[src/rtl/fpl_pkg.sv]
// ----------------------------------------------------------------------------
// fpl_pkg: shared types and constants of the ladder low-pass filter
// Fixed-point formats, the pole limit and the inter-cell link record.
// ----------------------------------------------------------------------------
`default_nettype none

package fpl_pkg;

  // Internal format: signed, 16 fraction bits, 18 bits wide.
  localparam int Q_WIDTH     = 18;
  localparam int FRAC        = 16;
  localparam int GAIN_WIDTH  = 17;
  localparam int CFG_INDEX_WIDTH = 2;
  localparam int CFG_DATA_WIDTH  = 18;

  // Register indices of the configuration port.
  localparam logic [CFG_INDEX_WIDTH-1:0] REG_POLE_COEFF    = 2'd0;
  localparam logic [CFG_INDEX_WIDTH-1:0] REG_FEEDBACK_GAIN = 2'd1;

  // 0.65 and 0.95 in the internal format.
  localparam logic signed [16:0] K_IN_SCALE = 17'sd42598;
  localparam logic signed [21:0] K_LIMIT    = 22'sd62259;

  localparam logic signed [Q_WIDTH-1:0] Q_MAX = 18'sd131071;
  localparam logic signed [Q_WIDTH-1:0] Q_MIN = -18'sd131072;

  typedef logic signed [Q_WIDTH-1:0] q_t;
  typedef logic [GAIN_WIDTH-1:0]     gain_t;

  // Value handed from one cell to the next.
  typedef struct packed {
    logic valid;
    q_t   value;
  } link_t;

  typedef enum logic [1:0] {
    ST_IDLE,
    ST_SUB,
    ST_CHAIN,
    ST_FEED
  } state_t;

  // Limits a wide intermediate to plus or minus 0.95.
  function automatic q_t clamp_pole(input logic signed [21:0] v);
    q_t r;
    if (v > K_LIMIT) begin
      r = Q_WIDTH'(K_LIMIT);
    end else if (v < -K_LIMIT) begin
      r = Q_WIDTH'(-K_LIMIT);
    end else begin
      r = Q_WIDTH'(v);
    end
    return r;
  endfunction

endpackage

`default_nettype wire

[src/rtl/fpl_cell.sv]
// ----------------------------------------------------------------------------
// fpl_cell: one pole of the ladder
// Holds its pole state. Takes a value from the previous cell, registers the
// product, then clamps, stores and passes on the result.
// ----------------------------------------------------------------------------
`default_nettype none

module fpl_cell (
  input  wire logic         clk,
  input  wire logic         rst,
  input  wire fpl_pkg::q_t  pole_coeff,
  input  wire fpl_pkg::link_t link_in,
  output fpl_pkg::link_t    link_out
);
  import fpl_pkg::*;

  q_t                  store;
  logic                busy;
  q_t                  v_hold;
  logic signed [36:0]  prod;
  logic signed [36:0]  prod_next;
  logic signed [36:0]  prod_rnd;
  logic signed [18:0]  diff;
  logic signed [20:0]  prod_q;
  q_t                  store_next;
  q_t                  pass_value;
  logic                out_valid;
  q_t                  out_value;

  assign diff      = 19'(link_in.value) - 19'(store);
  assign prod_next = diff * 37'(pole_coeff);
  assign prod_rnd  = prod + 37'sd32768;
  assign prod_q    = 21'(prod_rnd >>> FRAC);

  assign store_next = clamp_pole(22'(v_hold) + 22'(prod_q));
  assign pass_value = clamp_pole(22'(store_next) + 22'(store));

  always_ff @(posedge clk) begin
    if (rst) begin
      store     <= '0;
      busy      <= 1'b0;
      out_valid <= 1'b0;
    end else begin
      busy      <= link_in.valid;
      out_valid <= busy;
      if (busy) begin
        store <= store_next;
      end
    end
  end

  always_ff @(posedge clk) begin
    if (link_in.valid) begin
      v_hold <= link_in.value;
      prod   <= prod_next;
    end
    if (busy) begin
      out_value <= pass_value;
    end
  end

  assign link_out.valid = out_valid;
  assign link_out.value = out_value;

endmodule

`default_nettype wire

[config.mk]
export PLATFORM = sky130hd
export DESIGN_NAME = fpl_cell
export DESIGN_NICKNAME = d
export VERILOG_FILES = /design/src/rtl/fpl_pkg.sv /design/src/rtl/fpl_cell.sv
export SDC_FILE = /design/constraint.sdc
export NUM_CORES = 1
export LEC_CHECK = 0
export ABC_AREA = 1
export BUFFER_PORTS_ARGS = -buffer_cell sky130_fd_sc_hd__buf_4
export CELL_PAD_IN_SITES_DETAIL_PLACEMENT = 1
export CELL_PAD_IN_SITES_GLOBAL_PLACEMENT = 1
export CORE_MARGIN = 4
export CORE_UTILIZATION = 40
export CTS_BUF_LIST = sky130_fd_sc_hd__clkbuf_8
export DETAILED_ROUTE_END_ITERATION = 10
export GPL_TIMING_DRIVEN = 1
export PLACE_DENSITY = 0.78
export SYNTH_ARGS = -nofsm -noshare
export SYNTH_HDL_FRONTEND = slang
export SYNTH_SLANG_ARGS = --single-unit
[constraint.sdc]
create_clock -name clk -period 18.8 [get_ports clk]
set_input_delay 1.88 -clock clk [delete_from_list [all_inputs] [get_ports clk]]
set_output_delay 1.88 -clock clk [all_outputs]
set_load 0.03 [all_outputs]
==> After elaboration in Yosys (flattened, before gate mapping) <==
Cells that the tools add are included.
{ "totals": {"regBits": 93, "latch_bits": 0, "mem_bits_rw": 0, "romBits": 0, "in_bits": 39, "output_inout_bits": 19, "memories": 0} }
{ "op_classes": {"n_addsub": 4, "mul": 1, "n_div": 0, "magnitude_cmp": 4, "n_eq_ne": 0, "shift": 0, "muxes": 3, "bitwise_logic": 0, "reduce_logical": 1} }
{ "op_table": {"columns": ["op", "count"], "rows": [
  ["$mux W18", 3],
  ["$add A37 B17 Y37 const B", 1],
  ["$mul A19 B18 Y37", 1],
  ["$add A18 B21 Y22", 1],
  ["$gt A22 B17 Y1 const B", 1],
  ["$lt A22 B17 Y1 const B", 1],
  ["$add A18 B18 Y19", 1],
  ["$gt A19 B17 Y1 const B", 1],
  ["$lt A19 B17 Y1 const B", 1],
  ["$sub A18 B18 Y19", 1],
  ["$reduce_or A2 Y1", 1]
]} }

==> Longest topological paths before layout <==
Gate-level depths: netlist of the first run.
{ "depth": {"depth_word": 8, "depth_mapped": 46, "ltp_nobuf": 45} }

==> Least setup slack after synthesis of the first run <==
Ideal clock, no wire load.
{ "synth_path": {"path_type": "in2reg", "start": "input link_in[0] in the netlist's numbering", "end": "register prod[33] (data pin)", "t_arrival_ps": 8424, "t_required_ps": 18540, "setup_slack_ps": 10116, "stages": 36, "path_cell_list": "inv_1 > ha_1 > inv_1 > fa_1 > nand2_1 > inv_2 > nand4_1 > o211ai_1 > nand3_1 > nand2_1 > nand3_1 > nand4_1 > nand2_1 > a22oi_1 > buf_4 > nor2_1 > inv_1 > fa_1 > inv_1 > fa_1 > inv_1 > fa_1 > inv_1 > fa_1 > inv_1 > fa_1 > inv_1 > fa_1 > ha_1 > a21oi_1 > o21ai_0 > inv_1 > o221ai_1 > nor2_1 > nand2_1 > xor2_1"} }
{ "synth_via": {"elab_chain_len": 2} }
{ "synth_rtl": {"columns": ["element", "line_no", "source"], "rows": [
  ["start, declared", "fpl_cell.sv:12", "input wire fpl_pkg::link_t link_in,"],
  ["$sub A18 B18 Y19", "fpl_cell.sv:30", "assign diff = 19'(link_in.value) - 19'(store);"],
  ["$mul A19 B18 Y37", "fpl_cell.sv:31", "assign prod_next = diff * 37'(pole_coeff);"],
  ["net prod_next[33]", "fpl_cell.sv:21", "logic signed [36:0] prod_next;"],
  ["end signal, assigned", "fpl_cell.sv:55", "prod <= prod_next;"],
  ["end, declared", "fpl_cell.sv:20", "logic signed [36:0] prod;"]
]} }
The timed path passes the listed nets, and every way through them passes these cells.
A chain may end at the register's enable or synchronous reset.

==> Final worst setup path of the first run <==
{ "layout_path": {"start": "input link_in[0] in the netlist's numbering", "end": "register prod[28] (data pin)"} }
Same word-level chain as after synthesis.

==> metrics.md, run 1 <==
| Metric | Value |
|---|---|
| CP max FO | `13` |
| FP Rows | `81` |
| Antenna viol nets, final | `0` |
| R2r setup slk | `10.36 ns` |
| Die width | `231 µm` |
| Post-CTS resize count | `0` |
| 1st-iter DRT viols | `1,020` |
| Crit path buffers/inverters | `10` |
| Fin. Hold Viols | `0` |
| Syn nets | `3,142` |
| Worst EP required | `18.94 ns` |
| Max stage delay on crit path | `0.57 ns` |
| Minimum clock period | `9.73 ns` |
| Post-synthesis average cell area | `7.64 µm²` |
| Largest net degree at the start of global routing | `44` |
| Nets@finish | `3,152` |
| Warnings from Yosys | `0` |
| Final core occ | `43.1%` |
| CTS tree | `yes` |
| Clock skew | `0.00971 ns` |
| Clock Tree Buf Depth | `2` |
| Hpwl dp | `56,100 µm` |
| Routed WL | `64,900 µm` |
| Startpoint types | `input port` |
| Measured slew at the worst slew-check pin | `1.03 ns` |
| Detailed Routing Iterations Pass 1 | `5` |
| Setup TNS | `0 ns` |
| Ports | `58` |
| Ys async rst share | `0%` |
| CTS Buf Count | `9` |
| Period utilization | `51.8%` |
| Die ar. | `53,300 µm²` |
| Endpoints failing setup | `0` |
| Layout cells sized above 1 | `6.04%` |
| DRC viols | `0` |
| Synthesized area | `19,900 µm²` |
| Worst setup EP type | `flip-flop` |
| Setup Fix Bufs, Post-CTS | `0` |
| Max cap viols | `0` |
| Post-synth EDFFs | `58` |
| H-tree levels | `3` |
| First-pass GRT wire length | `103,000 µm` |
| Hold Path Class | `reg -> reg` |
| Cell count after synthesis | `2,600` |
| Layout fillers | `6,171` |
| Register Area | `2140 µm²` |
| Grt total ovfl | `0` |
| Worst slew margin | `30.9%` |
| Hold Buf Count CTS | `0` |
| Status | `finished clean` |
| Worst EP arrival | `9.87 ns` |
| Worst r2r path cells | `38` |
| CP max stage cell | `fa_1` |
| Fmax | `0.103 GHz` |
| Placed Instance Area | `20,900 µm²` |
| Clk sink count | `78` |
| Die height | `231 µm` |
| Register area share after synthesis | `10.8%` |
| Unrepaired setup endpoints after global routing | `no` |
| Initial core utilization | `40.6%` |
| Vias in the first global route | `19,100` |
| Hold Crit Depth | `2` |
| Initial antenna violation count | `1` |
| CP Class | `in -> reg` |
| Drt via density | `5.21` |
| Core area | `49,000 µm²` |
| ANT cells | `0` |
| Routed length per instance | `19.8 µm` |
| Worst hold margin | `0.597 ns` |
| Critical path depth | `40` |
| CTS Root Cell | `clkbuf_8` |
| Kind of cell adding the most delay to the critical path | `adder cells` |
| Ys flop type | `edfxtp_1` |
| Routed vias | `17,100` |
| GRT Overall Usage | `24.7%` |
| CTS clk-pin slew, worst paths | `0.08 ns` |
| Finished Cell Area | `21,100 µm²` |
| Port Buffers | `57` |
| Worst-Skew Late Latency | `0.39 ns` |
| Area delta synth->final | `6.21%` |
| RD Place Congestion | `0.954` |
| Synth unique cells | `51` |
| Area of the multi-input gates | `15,200 µm²` |
| Most used cell, CP | `nand2_1` |
| Final slew viol count | `0` |
| Synth Register Bits | `78` |
==> cell families after synthesis <==
group           count (synthesis)  share of synthesized area, %
simple gates                 1118                          23.7
buf+inv                       660                          12.7
fa+ha+maj                     503                          44.9
compound gates                183                          5.24
flops                          78                          10.8
xor+xnor                       58                          2.69
==> layout make-up <==
cell class	count	area share, %
clock buffer	11	0.718
timing repair buffer	60	2.14
sequential	78	10.2
tap	664	3.94
multi-input combinational	1862	72.0
clock inverter	5	0.380
inverter	599	10.7
==> placed cells by master (no fill, tap or decap), types with 20 or more instances in the layout <==
cell type	instances
ha_1	155
nand4_1	31
or2_2	20
buf_4	60
a21oi_1	100
nand3_1	130
nor2_1	230
o21ai_0	43
nand2_1	636
nand2_2	25
fa_1	348
xor2_1	37
edfxtp_1	58
inv_1	587
==> synth_stat cells, types with 25 or more instances <==
cell        n  area, µm²
inv_1     587       2200
nand3_1   130        651
nor2_1    230        863
xor2_1     37        324
clkbuf_1   47        176
a21oi_1   100        500
fa_1      348       6970
o21ai_0    43        215
edfxtp_1   58       1740
nand4_1    31        194
ha_1      155       1940
nand2_2    25        156
nand2_1   636       2390
==> worst reg2reg max path: cells and delay by family (launching register included) <==
| family | cells | cell delay [ns] |
|---|---|---|
| AO/OA/AOI/OAI | 3 | 0.92 |
| XOR/XNOR | 1 | 0.06 |
| adder cells (fa/ha/maj) | 9 | 3.89 |
| buffers and inverters | 8 | 0.95 |
| flip-flops | 1 | 0.34 |
| AND/OR/NAND/NOR | 17 | 2.02 |
==> path summary, 6_finish.rpt <==
check / end / from
max reg2reg: prod[28] / store[0]
min: store[0] / store[0]
min reg2reg: store[0] / store[0]
max: prod[28] / link_in[0]
==> registers in the layout, summed over array words and instances, names as in the netlist <==
signal	flops
prod	22
out_valid	1
v_hold	18
busy	1
store	18
out_value	18
==> per-stage QoR <==
stage / cells / setup slack [ns]
after floorplan: 2600 / 10.12
after global placement: 3263 / 9.11
after detailed placement: 3263 / 8.85
after CTS: 3279 / 9.26
after global routing: 3279 / 8.69
final: 3279 / 9.07
==> metal layers <==
metal	global-route usage [%]	part of all wire (%)	vias up
met5	0	0	-
met4	7.50	3.0	0
met3	2.42	4.3	119
met2	43.8	50	397
met1	32.1	43	8729
li1	-	-	7827
Power of run 1 is not shown: default switching activity piles up to over one toggle a cycle in this logic, so the estimate is an artifact.
==> run 2: changes to the inputs <==
Settings changed: PLACE_DENSITY 0.78 to 0.81.
Clock period 18.8 ns to 8.9 ns, I/O delays scaled along.
==> metrics.md, run 2 (same netlist as run 1, synthesis figures left out) <==
| Metric | Value |
|---|---|
| Setup Fix Bufs, Post-CTS | `0 (unchanged)` |
| Clock Tree Buf Depth | `2 (unchanged)` |
| CP Class | `in -> reg (unchanged)` |
| H-tree levels | `3 (unchanged)` |
| Status | `finished clean (unchanged)` |
| Area delta synth->final | `6.71% (was 6.21%)` |
| Core area | `49,000 µm² (unchanged)` |
| 1st-iter DRT viols | `841 (was 1,020)` |
| Post-CTS resize count | `0 (unchanged)` |
| CTS tree | `yes (unchanged)` |
| Port Buffers | `57 (unchanged)` |
| Clock skew | `0.0145 ns (was 0.00971 ns)` |
| Drt via density | `5.21 (about the same)` |
| First-pass GRT wire length | `103,000 µm (about the same)` |
| Final Non-Filler Cells | `3,297 (was 3,279)` |
| Grt total ovfl | `0 (unchanged)` |
| Clk sink count | `78 (unchanged)` |
| Fin. Hold Viols | `0 (unchanged)` |
| Minimum clock period | `8.36 ns` |
| Layout fillers | `6,158 (was 6,171)` |
| Met2 Usage GRT | `44.0% (was 43.8%)` |
| CTS Buf Count | `9 (unchanged)` |
| Post-Place Cells | `3,281 (was 3,263)` |
| FP Rows | `81 (unchanged)` |
| Worst Hold Launch | `store[4] (was store[0])` |
| Worst slew margin | `34.7% (was 30.9%)` |
| Met3 GRT Util | `2.47% (was 2.42%)` |
| Worst EP required | `9.02 ns (was 18.94 ns)` |
| Die ar. | `53,300 µm² (unchanged)` |
| Ports | `58 (unchanged)` |
| Worst hold margin | `0.581 ns (was 0.597 ns)` |
| Crit path launch | `link_in[0] (unchanged)` |
| DRC viols | `0 (unchanged)` |
| Most used cell, CP | `inv_1 (was nand2_1)` |
| Nets@finish | `3,170 (was 3,152)` |
| Hpwl dp | `55,900 µm (was 56,100 µm)` |
| Unrepaired setup endpoints after global routing | `no (unchanged)` |
| Reg2reg start | `store[0] (unchanged)` |
| Largest net degree at the start of global routing | `44 (unchanged)` |
| Hold Buf Count CTS | `0 (unchanged)` |
| Antenna viol nets, final | `0 (unchanged)` |
| Commonest non-fill, non-tap cells in the layout | `636 x nand2_1, 591 x inv_1, 348 x fa_1 (was 636 x nand2_1, 587 x inv_1, 348 x fa_1)` |
| Worst setup EP type | `flip-flop (unchanged)` |
| Routed WL | `64,800 µm (was 64,900 µm)` |
| Endpoints failing setup | `0 (unchanged)` |
| CTS clk-pin slew, worst paths | `0.08 ns (about the same)` |
| Die width | `231 µm (unchanged)` |
| Initial core utilization | `40.6% (unchanged)` |
| Worst EP arrival | `8.48 ns (was 9.87 ns)` |
| Biggest register | `prod (unchanged)` |
| Max stage delay on crit path | `0.68 ns (was 0.57 ns)` |
| Initial antenna violation count | `0 (was 1)` |
| Most common cell after layout, fill and taps aside | `nand2_1 (unchanged)` |
| Hold Path Class | `reg -> reg (unchanged)` |
| Die height | `231 µm (unchanged)` |
| CTS Root Cell | `clkbuf_8 (unchanged)` |
| Fmax | `0.120 GHz` |
| CP max FO | `13 (unchanged)` |
| GRT Overall Usage | `24.5% (was 24.7%)` |
| Layout cells sized above 1 | `6.53% (was 6.04%)` |
| Busiest grt layer | `met2 (unchanged)` |
| Largest register FFs | `22 (unchanged)` |
| Measured slew at the worst slew-check pin | `0.980 ns (was 1.03 ns)` |
| CP max stage cell | `fa_1 (unchanged)` |
| Final slew viol count | `0 (unchanged)` |
| Routed vias | `17,200 (was 17,100)` |
| Routed length per instance | `19.6 µm (was 19.8 µm)` |
| Detailed Routing Iterations Pass 1 | `5 (unchanged)` |
| Final core occ | `43.3% (was 43.1%)` |
| Worst-Skew Late Latency | `0.38 ns (was 0.39 ns)` |
| RD Place Congestion | `0.931 (was 0.954)` |
| Vias in the first global route | `19,300 (was 19,100)` |
| Startpoint types | `input port (unchanged)` |
| Met1 Usage GRT | `30.5% (was 32.1%)` |
| Period utilization | `94.0%` |
| ANT cells | `0 (unchanged)` |
| Setup TNS | `0 ns (unchanged)` |
| Max cap viols | `0 (unchanged)` |
[run 2: critical path: cells and delay by family]
| family | cells | cell delay (ns) |
|---|---|---|
| adder cells (fa/ha/maj) | 9 | 4.27 |
| XOR/XNOR | 1 | 0.06 |
| AO/OA/AOI/OAI | 2 | 0.28 |
| AND/OR/NAND/NOR | 14 | 1.76 |
| buffers and inverters | 11 | 1.19 |
[run 2: path summary, 6_finish.rpt]
| kind | end | slack (ns) | cells past startpoint |
|---|---|---|---|
| max | prod[36] | 0.54 | 37 |
| min | store[4] | 0.58 | 4 |
| max reg2reg | prod[36] | 0.81 | 35 |
| min reg2reg | store[4] | 0.58 | 4 |
[run 2: through the flow]
stage | area, µm² | setup WS (ns)
5_1_grt | 21200 | 0.103
2_1_floorplan | 19900 | 1.21
3_3_place_gp | 21000 | 0.411
4_1_cts | 21200 | 0.576
6_report | 21200 | 0.537
3_5_place_dp | 21000 | 0.151
[run 2: layout make-up]
class                           instances  area, µm²  share of cell area, %
Multi-Input combinational cell       1862      15200                   71.7
Clock inverter                          5       45.0                  0.213
Timing Repair Buffer                   78        586                   2.76
Tap cell                              664        831                   3.92
Sequential cell                        78       2140                   10.1
Clock buffer                           11        151                  0.715
Inverter                              599       2250                   10.6
[run 2: per-layer routing]
layer | wire length [µm] | vias to the layer above
met4 | 2570 | 0
met1 | 27100 | 8744
met2 | 32600 | 418
met5 | 0 | -
li1 | - | 7863
met3 | 2550 | 154
Power of run 2 is left out for the same reason.
==> run 3: changes to the inputs <==
Settings changed: BUFFER_PORTS_ARGS -buffer_cell sky130_fd_sc_hd__buf_4 to not set, CAP_MARGIN set to 15, DONT_BUFFER_PORTS set to 1, PLACE_DENSITY 0.81 to 0.79, SLEW_MARGIN set to 20.
==> metrics.md, run 3 (same netlist as run 1, synthesis figures left out) <==
| Metric | Value |
|---|---|
| Status | `finished clean (unchanged)` |
| Minimum clock period | `8.23 ns (was 8.36 ns)` |
| Fmax | `0.121 GHz (was 0.120 GHz)` |
| Worst EP required | `9.04 ns (was 9.02 ns)` |
| CTS clk-pin slew, worst paths | `0.09 ns (was 0.08 ns)` |
| Grt total ovfl | `0 (unchanged)` |
| Setup TNS | `0 ns (unchanged)` |
| Die width | `231 µm (unchanged)` |
| Measured slew at the worst slew-check pin | `1.05 ns (was 0.980 ns)` |
| GRT Overall Usage | `25.0% (was 24.5%)` |
| Core area | `49,000 µm² (unchanged)` |
| Biggest register | `prod (unchanged)` |
| Period utilization | `92.5% (was 94.0%)` |
| Hpwl dp | `57,400 µm (was 55,900 µm)` |
| Reg-to-reg endpoint | `prod[28] (was prod[36])` |
| RD Place Congestion | `0.961 (was 0.931)` |
| CTS Root Cell | `clkbuf_8 (unchanged)` |
| Routed WL | `66,300 µm (was 64,800 µm)` |
| Routed vias | `17,000 (was 17,200)` |
| Layout cells sized above 1 | `4.47% (was 6.53%)` |
| Antenna viol nets, final | `0 (unchanged)` |
| Hold Path Class | `in -> reg (was reg -> reg)` |
| Post-CTS resize count | `0 (unchanged)` |
| Area delta synth->final | `4.83% (was 6.71%)` |
| Critical Path End | `prod[29] (was prod[36])` |
| Fin. Hold Viols | `0 (unchanged)` |
| Hold Buf Count CTS | `0 (unchanged)` |
| FP Rows | `81 (unchanged)` |
| Nets@finish | `3,109 (was 3,170)` |
| Startpoint types | `input port (unchanged)` |
| Die ar. | `53,300 µm² (unchanged)` |
| Crit path launch | `link_in[0] (unchanged)` |
| Worst-Skew Late Latency | `0.39 ns (was 0.38 ns)` |
| CTS tree | `yes (unchanged)` |
| Commonest non-fill, non-tap cells in the layout | `636 x nand2_1, 587 x inv_1, 348 x fa_1 (was 636 x nand2_1, 591 x inv_1, 348 x fa_1)` |
| Most common cell after layout, fill and taps aside | `nand2_1 (unchanged)` |
| Kind of cell adding the most delay to the critical path | `adder cells (unchanged)` |
| CTS Buf Count | `9 (unchanged)` |
| Vias in the first global route | `19,300 (unchanged)` |
| Detailed Routing Iterations Pass 1 | `6 (was 5)` |
| Die height | `231 µm (unchanged)` |
| Initial core utilization | `40.6% (unchanged)` |
| Worst slew margin | `30.0% (was 34.7%)` |
| Drt via density | `5.26 (was 5.21)` |
| Clock Tree Buf Depth | `2 (unchanged)` |
| Worst setup EP type | `flip-flop (unchanged)` |
| Clock skew | `0.0174 ns (was 0.0145 ns)` |
| ANT cells | `0 (unchanged)` |
| Clk sink count | `78 (unchanged)` |
| Max stage delay on crit path | `0.67 ns (was 0.68 ns)` |
| Max cap viols | `0 (unchanged)` |
| Routed length per instance | `20.5 µm (was 19.6 µm)` |
| Final slew viol count | `0 (unchanged)` |
| Most used cell, CP | `inv_1 (unchanged)` |
| Largest register FFs | `22 (unchanged)` |
| Largest net degree at the start of global routing | `44 (unchanged)` |
| Initial antenna violation count | `1 (was 0)` |
| Worst EP arrival | `8.38 ns (was 8.48 ns)` |
| Endpoints failing setup | `0 (unchanged)` |
| Setup Fix Bufs, Post-CTS | `0 (unchanged)` |
| Reg2reg start | `store[3] (was store[0])` |
| Unrepaired setup endpoints after global routing | `no (unchanged)` |
| CP Class | `in -> reg (unchanged)` |
| CP max stage cell | `fa_1 (unchanged)` |
| Ports | `58 (unchanged)` |
| DRC viols | `0 (unchanged)` |
| Port Buffers | `0 (was 57)` |
| R2r setup slk | `0.69 ns (was 0.81 ns)` |
| 1st-iter DRT viols | `966 (was 841)` |
| Critical path depth | `36 (was 37)` |
| First-pass GRT wire length | `104,000 µm (was 103,000 µm)` |
| H-tree levels | `3 (unchanged)` |
| Crit path buffers/inverters | `11 (unchanged)` |
| CP max FO | `14 (was 13)` |
| Worst r2r path cells | `33 (was 35)` |
==> run 3: cell types whose count changed in the layout (fill, tap and decap cells not counted) <==
cell / before / now
clkinv_4: 0 / 1
inv_1: 591 / 587
buf_4: 78 / 17
bufinv_16: 1 / 4
==> run 3: area by class of cell <==
type / count / area, µm²
fillers: 6131 / 28100
multi-input cells: 1862 / 15200
inverters: 599 / 2250
flip-flops and latches: 78 / 2140
well taps: 664 / 831
clock buffers: 11 / 151
clock inverters: 5 / 129
repair buffers: 17 / 128
==> run 3: per-stage QoR <==
stage	std cells	util [%]	hold slack [ns]	setup WS [ns]	instance area [µm²]
after floorplan	2600	-	0.527	1.21	19900
after global routing	3236	42.5	0.534	0.204	20800
after global placement	3220	41.9	0.555	0.530	20500
after CTS	3236	42.5	0.526	0.686	20800
after detailed placement	3220	41.9	0.575	0.228	20500
final	3236	42.5	0.555	0.668	20800
==> run 3: worst min path at each step <==
stage | from | end | slack, ns | cells after the start
global placement | store[3] | store[3] | 0.55 | 2
finish | rst | out_valid | 0.56 | 1
detailed placement | store[3] | store[3] | 0.57 | 2
CTS | rst | out_valid | 0.53 | 1
floorplan | store[0] | store[0] | 0.53 | 2
global route | rst | out_valid | 0.53 | 1
==> run 3: layer usage <==
| layer | GRT usage [%] | up-vias | wire length, µm |
|---|---|---|---|
| met4 | 10.6 | 2 | 2950 |
| li1 | - | 7748 | - |
| met2 | 43.3 | 455 | 32500 |
| met1 | 30.3 | 8670 | 26700 |
| met5 | 0 | - | 16 |
| met3 | 5.22 | 158 | 4160 |
Power of run 3 is left out for the same reason.
